[config.mk]
export PLATFORM = sky130hd
export DESIGN_NAME = tdpg_remainder
export DESIGN_NICKNAME = d
export VERILOG_FILES = /design/src/rtl/core/tdpg_pkg.sv /design/src/rtl/core/tdpg_remainder.sv
export SDC_FILE = /design/constraint.sdc
export NUM_CORES = 1
export LEC_CHECK = 0
export BUFFER_PORTS_ARGS = -buffer_cell sky130_fd_sc_hd__buf_2
export CAP_MARGIN = 5
export CORE_MARGIN = 5
export CORE_UTILIZATION = 35
export DETAILED_ROUTE_END_ITERATION = 10
export PLACE_DENSITY = 0.62
export SLEW_MARGIN = 20
export SYNTH_ARGS = -nofsm -noshare
export SYNTH_HDL_FRONTEND = slang
export SYNTH_SLANG_ARGS = --single-unit
[constraint.sdc]
create_clock -name clock -period 8.95 [get_ports clock]
set_input_delay 1.79 -clock clock [delete_from_list [all_inputs] [get_ports clock]]
set_output_delay 1.79 -clock clock [all_outputs]
set_load 0.02 [all_outputs]
[src/rtl/core/tdpg_pkg.sv]
// Shared constants, types and seed table for the trial-division prime generator.
`default_nettype none

package tdpg_pkg;

   // Value and table geometry
   localparam int VALUE_BITS  = 20;
   localparam int TABLE_DEPTH = 4096;
   localparam int IDX_BITS    = $clog2(TABLE_DEPTH);
   // Counts and positions are 13 bits wide (they reach the table depth)
   localparam int CNT_BITS    = 13;
   localparam int LIMIT_BITS  = 13;
   localparam int SQ_BITS     = 2 * VALUE_BITS;
   localparam int STEP_BITS   = $clog2(VALUE_BITS);

   localparam int SEED_COUNT     = 4;
   localparam int SEED_IDX_BITS  = 2;

   localparam logic [LIMIT_BITS-1:0] LIMIT_RESET  = LIMIT_BITS'(4096);
   localparam logic [CNT_BITS-1:0]   DEPTH_COUNT  = CNT_BITS'(TABLE_DEPTH);
   localparam logic [CNT_BITS-1:0]   SEED_FOUND   = CNT_BITS'(SEED_COUNT);
   localparam logic [VALUE_BITS-1:0] CAND_RESET   = VALUE_BITS'(7);
   localparam logic [VALUE_BITS-1:0] VALUE_MAX    = {VALUE_BITS{1'b1}};
   localparam logic [VALUE_BITS-1:0] CAND_MAX     = VALUE_MAX - VALUE_BITS'(2);
   localparam logic [VALUE_BITS-1:0] CAND_STEP    = VALUE_BITS'(2);

   // Table write word
   typedef struct packed {
      logic                  en;
      logic [IDX_BITS-1:0]   addr;
      logic [VALUE_BITS-1:0] data;
   } tbl_write_type;

   // Remainder unit status
   typedef struct packed {
      logic done;
      logic zero;
   } rem_status_type;

   // First four primes, held outside the memory
   function automatic logic [VALUE_BITS-1:0] seed_value(input logic [SEED_IDX_BITS-1:0] idx);
      logic [VALUE_BITS-1:0] val;
      case (idx)
         2'd0:    val = VALUE_BITS'(2);
         2'd1:    val = VALUE_BITS'(3);
         2'd2:    val = VALUE_BITS'(5);
         2'd3:    val = VALUE_BITS'(7);
         default: val = VALUE_BITS'(2);
      endcase
      return val;
   endfunction

endpackage

`default_nettype wire

[src/rtl/core/tdpg_remainder.sv]
// Bit-serial restoring remainder unit, one dividend bit per cycle.
`default_nettype none

module tdpg_remainder (
   input  wire logic                            clock,
   input  wire logic                            reset,
   input  wire logic                            start,
   input  wire logic [tdpg_pkg::VALUE_BITS-1:0] dividend,
   input  wire logic [tdpg_pkg::VALUE_BITS-1:0] divisor,
   output tdpg_pkg::rem_status_type             status
);

   localparam int VB = tdpg_pkg::VALUE_BITS;

   logic                              busy_ff, busy_in;
   logic                              done_ff, done_in;
   logic                              zero_ff, zero_in;
   logic [tdpg_pkg::STEP_BITS-1:0]    step_ff, step_in;
   logic [VB-1:0]                     rem_ff, rem_in;
   logic [VB-1:0]                     num_ff, num_in;
   logic [VB-1:0]                     div_ff, div_in;
   logic [VB:0]                       shifted;
   logic [VB:0]                       diff;
   logic [VB-1:0]                     rem_next;

   // One restoring step
   always_comb begin
      shifted  = {rem_ff, num_ff[VB-1]};
      diff     = shifted - {1'b0, div_ff};
      rem_next = (shifted >= {1'b0, div_ff}) ? diff[VB-1:0] : shifted[VB-1:0];
   end

   // Step sequencing
   always_comb begin
      busy_in = busy_ff;
      done_in = 1'b0;
      zero_in = zero_ff;
      step_in = step_ff;
      rem_in  = rem_ff;
      num_in  = num_ff;
      div_in  = div_ff;
      if (start) begin
         busy_in = 1'b1;
         step_in = tdpg_pkg::STEP_BITS'(VB - 1);
         rem_in  = '0;
         num_in  = dividend;
         div_in  = divisor;
      end else if (busy_ff) begin
         rem_in  = rem_next;
         num_in  = {num_ff[VB-2:0], 1'b0};
         step_in = step_ff - tdpg_pkg::STEP_BITS'(1);
         if (step_ff == '0) begin
            busy_in = 1'b0;
            done_in = 1'b1;
            zero_in = (rem_next == '0);
         end
      end
   end

   always_ff @(posedge clock) begin
      if (reset) begin
         busy_ff <= 1'b0;
         done_ff <= 1'b0;
      end else begin
         busy_ff <= busy_in;
         done_ff <= done_in;
      end
      zero_ff <= zero_in;
      step_ff <= step_in;
      rem_ff  <= rem_in;
      num_ff  <= num_in;
      div_ff  <= div_in;
   end

   assign status.done = done_ff;
   assign status.zero = zero_ff;

endmodule

`default_nettype wire

======== Word level (Yosys, flattened, before mapping) ========
Cells that the tools add are included.
storage, ports and cells
  bits of input ports ..................... 43
  memories kept ........................... 0
  word-level logic and storage cells ...... 24
  output and inout bits ................... 2
  latch bits .............................. 0
  ROM bits ................................ 0
  memory bits (writable) .................. 0
  register bits after elaboration ......... 68
operators by class
  reduce and logical (&&, ||, !) cells .... 5
  shifts and indexed selects .............. 0
  bitwise logic cells ..................... 2
  $add $sub $neg .......................... 2
  $mul .................................... 0
  divide/modulo/power cells ............... 0
  multiplexer cells ....................... 7
  equality and inequality tests ........... 0
  magnitude comparators ................... 1
operators with widths
  operator                                           number
  2-to-1 mux 20 bit                                  3
  greater-or-equal comparator 21 x 20 -> 1 bit       1
  zero test 20 bit                                   1
  subtractor 20 bit                                  1
  zero test 5 bit                                    1
  subtractor 5 x 1 -> 5 bit (second input constant)  1
  2-to-1 mux 1 bit                                   4
  AND reduction 3 bit                                1
  OR reduction 3 bit                                 1
  NOT 1 bit                                          2
  nonzero test 2 bit                                 1

======== Depth between registers and ports, before layout ========
  depth in word-level cells ............... 4
  depth in mapped cells ................... 13
  depth with buffers taken out ............ 12

======== Worst setup path before layout ========
No wires, ideal clock.
  kind .................................... input to register
  from .................................... input start
  to ...................................... register num_ff[0], enable pin
  data required time ...................... 8.573 ns
  setup slack ............................. 5.607 ns
  path buffers ............................ 2
  data arrival time ....................... 2.966 ns
  cell stages on the path ................. 4
  library setup time ...................... 0.377 ns
  path through ............................ clkbuf_1 > clkbuf_1 > inv_1 > nand2_1
on the way
  cells in the longest elaborated chain, start to end .. 1
RTL lines
  element                              RTL line              text
  from (decl)                          tdpg_remainder.sv:7   input wire logic start,
  nonzero test 2 bit (no source line)  --
  to (signal assigned)                 tdpg_remainder.sv:71  num_ff <= num_in;
  to (decl)                            tdpg_remainder.sv:20  logic [VB-1:0] num_ff, num_in;
Every way passes these cells.
A chain may end at the register's enable or synchronous reset.

======== Final worst setup path ========
  from .................................... input start
  to ...................................... register num_ff[9], enable pin
The elaborated chain is that of the path after synthesis.

==> summary.md <==
| Metric | Value |
|---|---|
| Pwr dens | `184.5 nW/µm²` |
| Most common cell after layout, fill and taps aside | `sky130_fd_sc_hd__buf_2` |
| Die X | `115.4 µm` |
| Startpoint-to-endpoint class of the critical path | `in2reg` |
| Dominant combinational cell family by area after synthesis | `compound AO/OA/AOI/OAI gates` |
| Placed inst area | `4213 µm²` |
| Net Count, Synth | `454` |
| Share of total power in combinational logic | `25.8%` |
| Crit end category | `flip-flop` |
| Number of buffers added on ports | `44` |
| Bufs on Longest Clock Path | `2` |
| Avg Inst Size Synth | `9.987 µm²` |
| All-layer global routing usage | `13.72%` |
| Register Area | `1772 µm²` |
| Status | `finished clean` |
| Maxcap violations | `0` |
| Maximum fanout along the worst path | `62` |
| Required time at the endpoint of the critical path | `8.94 ns` |
| Initial antenna violation count | `0` |
| Rel. slew slack | `30.80%` |
| Routed wire length | `8.565 mm` |
| Hpwl dp | `6.238 mm` |
| Worst-case hold slack | `0.4844 ns` |
| Cell at the root of the clock tree | `sky130_fd_sc_hd__clkbuf_8` |
| Xor and xnor area share after synthesis | `4.283%` |
| Routed via count | `2,926` |
| Post-route design area | `4382 µm²` |
| Number of clock buffers inserted by TritonCTS | `9` |
| Startpoint of the most critical register-to-register path | `num_ff[19]$_DFFE_PP_` |
| Relative contribution of sequential cells to total power | `46.8%` |
| Detail-routed via count per cell | `5.106` |
| Peak VDD IR | `61.87 µV` |
| Adder-cell share of the synthesized area | `7.279%` |
| Worst r2r path cells | `12` |
| Layout cells sized above 1 | `20.09%` |
| Net Sw Power | `260.8 µW` |
| Number of max-slew violations in the final report | `0` |
| Clock share of power | `27.4%` |
| Number of diodes added for antenna fixing | `0` |
| Transition time at the pin with the least slew margin | `1.037 ns` |
| Leakage | `1.802 nW` |
| Number of global-route vias before repair | `2,904` |
| Number of fill cells | `1,080` |
| First-pass GRT wire length | `14.03 mm` |
| Clock transition time at the flip-flop clock pins of the worst setup and hold paths | `0.08 ns` |
| Placeable core region | `10,840 µm²` |
| I/O pin count | `45` |
| Fraction of power spent switching nets | `32.27%` |
| Final critical-path share of the clock period | `38.62%` |
| Post-DR wirelength/cell | `14.95 µm` |
| Count of flip-flops with a built-in enable after synthesis | `41` |
| Clock tree from TritonCTS | `done` |
| Async set or reset register ratio after synthesis | `0%` |
| Cell depth of the worst hold path | `2` |
| Register-to-Register Setup Slack | `5.49 ns` |
| Compound-cell area share of the yosys netlist | `15.04%` |
| Net total in the final layout | `493` |
| Fmax achieved | `289.3 MHz` |
| Post-CTS repair timing setup buffer count | `0` |
| CTS sink count | `68` |
| Area occupied by multi-input gates | `1918 µm²` |
| Total internal power | `547.4 µW` |
| DRC viols | `0` |
| Final setup TNS | `0 ns` |
| Top library cells by usage in the layout, fill and taps aside | `sky130_fd_sc_hd__buf_2, sky130_fd_sc_hd__edfxtp_1, sky130_fd_sc_hd__nor2_1` |
| Setup repair after global routing missed its margin | `false` |
| Total global routing overflow | `0` |
| Final Skew | `0.008349 ns` |
| Number of core rows | `38` |
| Area growth, synth to finish | `12.79%` |
| Sequential cell area fraction in the yosys report | `45.60%` |
| Largest net degree at the start of global routing | `63` |
| Cell area after synthesis | `3885 µm²` |
| Largest cells by area after synthesis | `sky130_fd_sc_hd__edfxtp_1, sky130_fd_sc_hd__dfxtp_1, sky130_fd_sc_hd__ha_1` |
| Count of distinct cell types in the synthesized netlist | `53` |
| Min Tclk post-route | `3.457 ns` |
| Library cell occupying the most area in the post-synthesis netlist | `sky130_fd_sc_hd__edfxtp_1` |
| Starting utilization of the core area | `35.84%` |
| Die boundary height | `115.4 µm` |
| Capture instance of the worst register-to-register path | `zero_ff$_DFFE_PP_` |
| Post-Synthesis Cells | `389` |
| Warning count from the yosys run | `0` |
| Flip-flop and latch count after synthesis | `68` |
| Worst-Skew Late Latency | `0.36 ns` |
| Post-synthesis mux area share | `8.148%` |
| Fraction of post-synthesis cell area in the top cell type by area | `31.69%` |
| Final Wtd Congestion | `0.8727` |
| Post-detailed-route count of antenna-violating nets | `0` |
| Full die area | `13,310 µm²` |
| First drt pass iteration count | `4` |
| Setup violators final | `0` |
| Crit start category | `input pin` |
| Post-CTS resize count | `0` |
| Worst EP arrival | `3.44 ns` |
| Number of hold buffers added after cts | `0` |
| Worst Hold End | `rem_ff[19]$_SDFFE_PP0P_` |
| Htree depth | `3` |
| Number of DRC markers after the initial detailed-route iteration | `129` |
| Type of the most critical hold path | `reg2reg` |
| Critical hold path startpoint | `rem_ff[19]$_SDFFE_PP0P_` |
| Hold Fails Final Rpt | `0` |
| Synth Area in Simple Gates | `14.56%` |
| Most frequently used flop master after synthesis | `sky130_fd_sc_hd__edfxtp_1` |
## registers in the layout (all words and copies together) (netlist names)
signal,cells
done_ff,1
busy_ff,1
rem_ff,20
div_ff,20
step_ff,5
num_ff,20
zero_ff,1
## cells in the mapped netlist (4+ instances only)
library cell               instances
sky130_fd_sc_hd__a211oi_1         10
sky130_fd_sc_hd__a21oi_1          21
sky130_fd_sc_hd__a311oi_1          6
sky130_fd_sc_hd__and2_1            6
sky130_fd_sc_hd__buf_4             4
sky130_fd_sc_hd__clkbuf_1         11
sky130_fd_sc_hd__dfxtp_1          27
sky130_fd_sc_hd__edfxtp_1         41
sky130_fd_sc_hd__ha_1             21
sky130_fd_sc_hd__inv_1            30
sky130_fd_sc_hd__mux2_2           21
sky130_fd_sc_hd__mux2i_1           8
sky130_fd_sc_hd__nand2_1          32
sky130_fd_sc_hd__nand3_1           8
sky130_fd_sc_hd__nor2_1           36
sky130_fd_sc_hd__nor3_1            8
sky130_fd_sc_hd__nor4_1            7
sky130_fd_sc_hd__o211ai_1          6
sky130_fd_sc_hd__o21ai_0          13
sky130_fd_sc_hd__or3_1             4
sky130_fd_sc_hd__xnor2_1          11
sky130_fd_sc_hd__xor2_1            8
## power groups by stage
stage	registers [mW]	logic, mW	clock network (mW)
after global routing	0.381	0.232	0.242
after CTS	0.378	0.208	0.230
after floorplan	0.379	0.159	0
after global placement	0.384	0.203	0
final	0.378	0.208	0.222
after detailed placement	0.385	0.206	0
## metal layers
metal / routed length, µm / up-vias / global-route usage [%]
met5: 0 / - / 0
met4: 181 / 0 / 6.260
met3: 239 / 12 / 3.000
met2: 4155 / 47 / 22.57
met1: 3988 / 1371 / 17.21
li1: - / 1496 / -
## cells by family (layout without fill, tap and decap cells)
logic type / count (synthesis) / in the layout
compound gates: 84 / 84
xor+xnor: 19 / 19
fa+ha+maj: 22 / 22
buf+inv: 48 / 92
flops: 68 / 68
mux: 29 / 29
simple gates: 119 / 119
## worst max-delay path: stages
cell,delay (ns)
sky130_fd_sc_hd__buf_2,0.08
sky130_fd_sc_hd__buf_4,0.56
sky130_fd_sc_hd__inv_1,0.29
sky130_fd_sc_hd__nand2_1,0.69
## worst max-delay path by stage
stage,from,end,slack [ns],cells after the start
after floorplan,start,num_ff[0]$_SDFFCE_PN0P_,5.61,4
after global routing,num_ff[19]$_DFFE_PP_,zero_ff$_DFFE_PP_,5.29,12
after global placement,start,num_ff[4]$_DFFE_PP_,5.13,4
final,start,num_ff[9]$_DFFE_PP_,5.49,4
after detailed placement,start,num_ff[4]$_DFFE_PP_,5.08,4
after CTS,start,num_ff[4]$_DFFE_PP_,5.44,4
## cell type report
| class | count | area share (%) |
|---|---|---|
| clock buffers | 10 | 2.913 |
| clock inverters | 6 | 0.9423 |
| inverters | 30 | 2.570 |
| multi-input cells | 273 | 43.78 |
| flip-flops and latches | 68 | 40.43 |
| well taps | 140 | 3.998 |
| repair buffers | 46 | 5.368 |
## through the flow
stage	std cells	setup WS, ns	util (%)	power [mW]
final	573	5.493	40.42	0.8082
after global routing	573	5.286	40.42	0.8556
after CTS	573	5.441	40.42	0.8157
after detailed placement	557	5.077	38.86	0.5913
after global placement	557	5.133	38.86	0.5869
after floorplan	389	5.607	-	0.5376
Note: power is estimated with default switching activity, not from simulation.
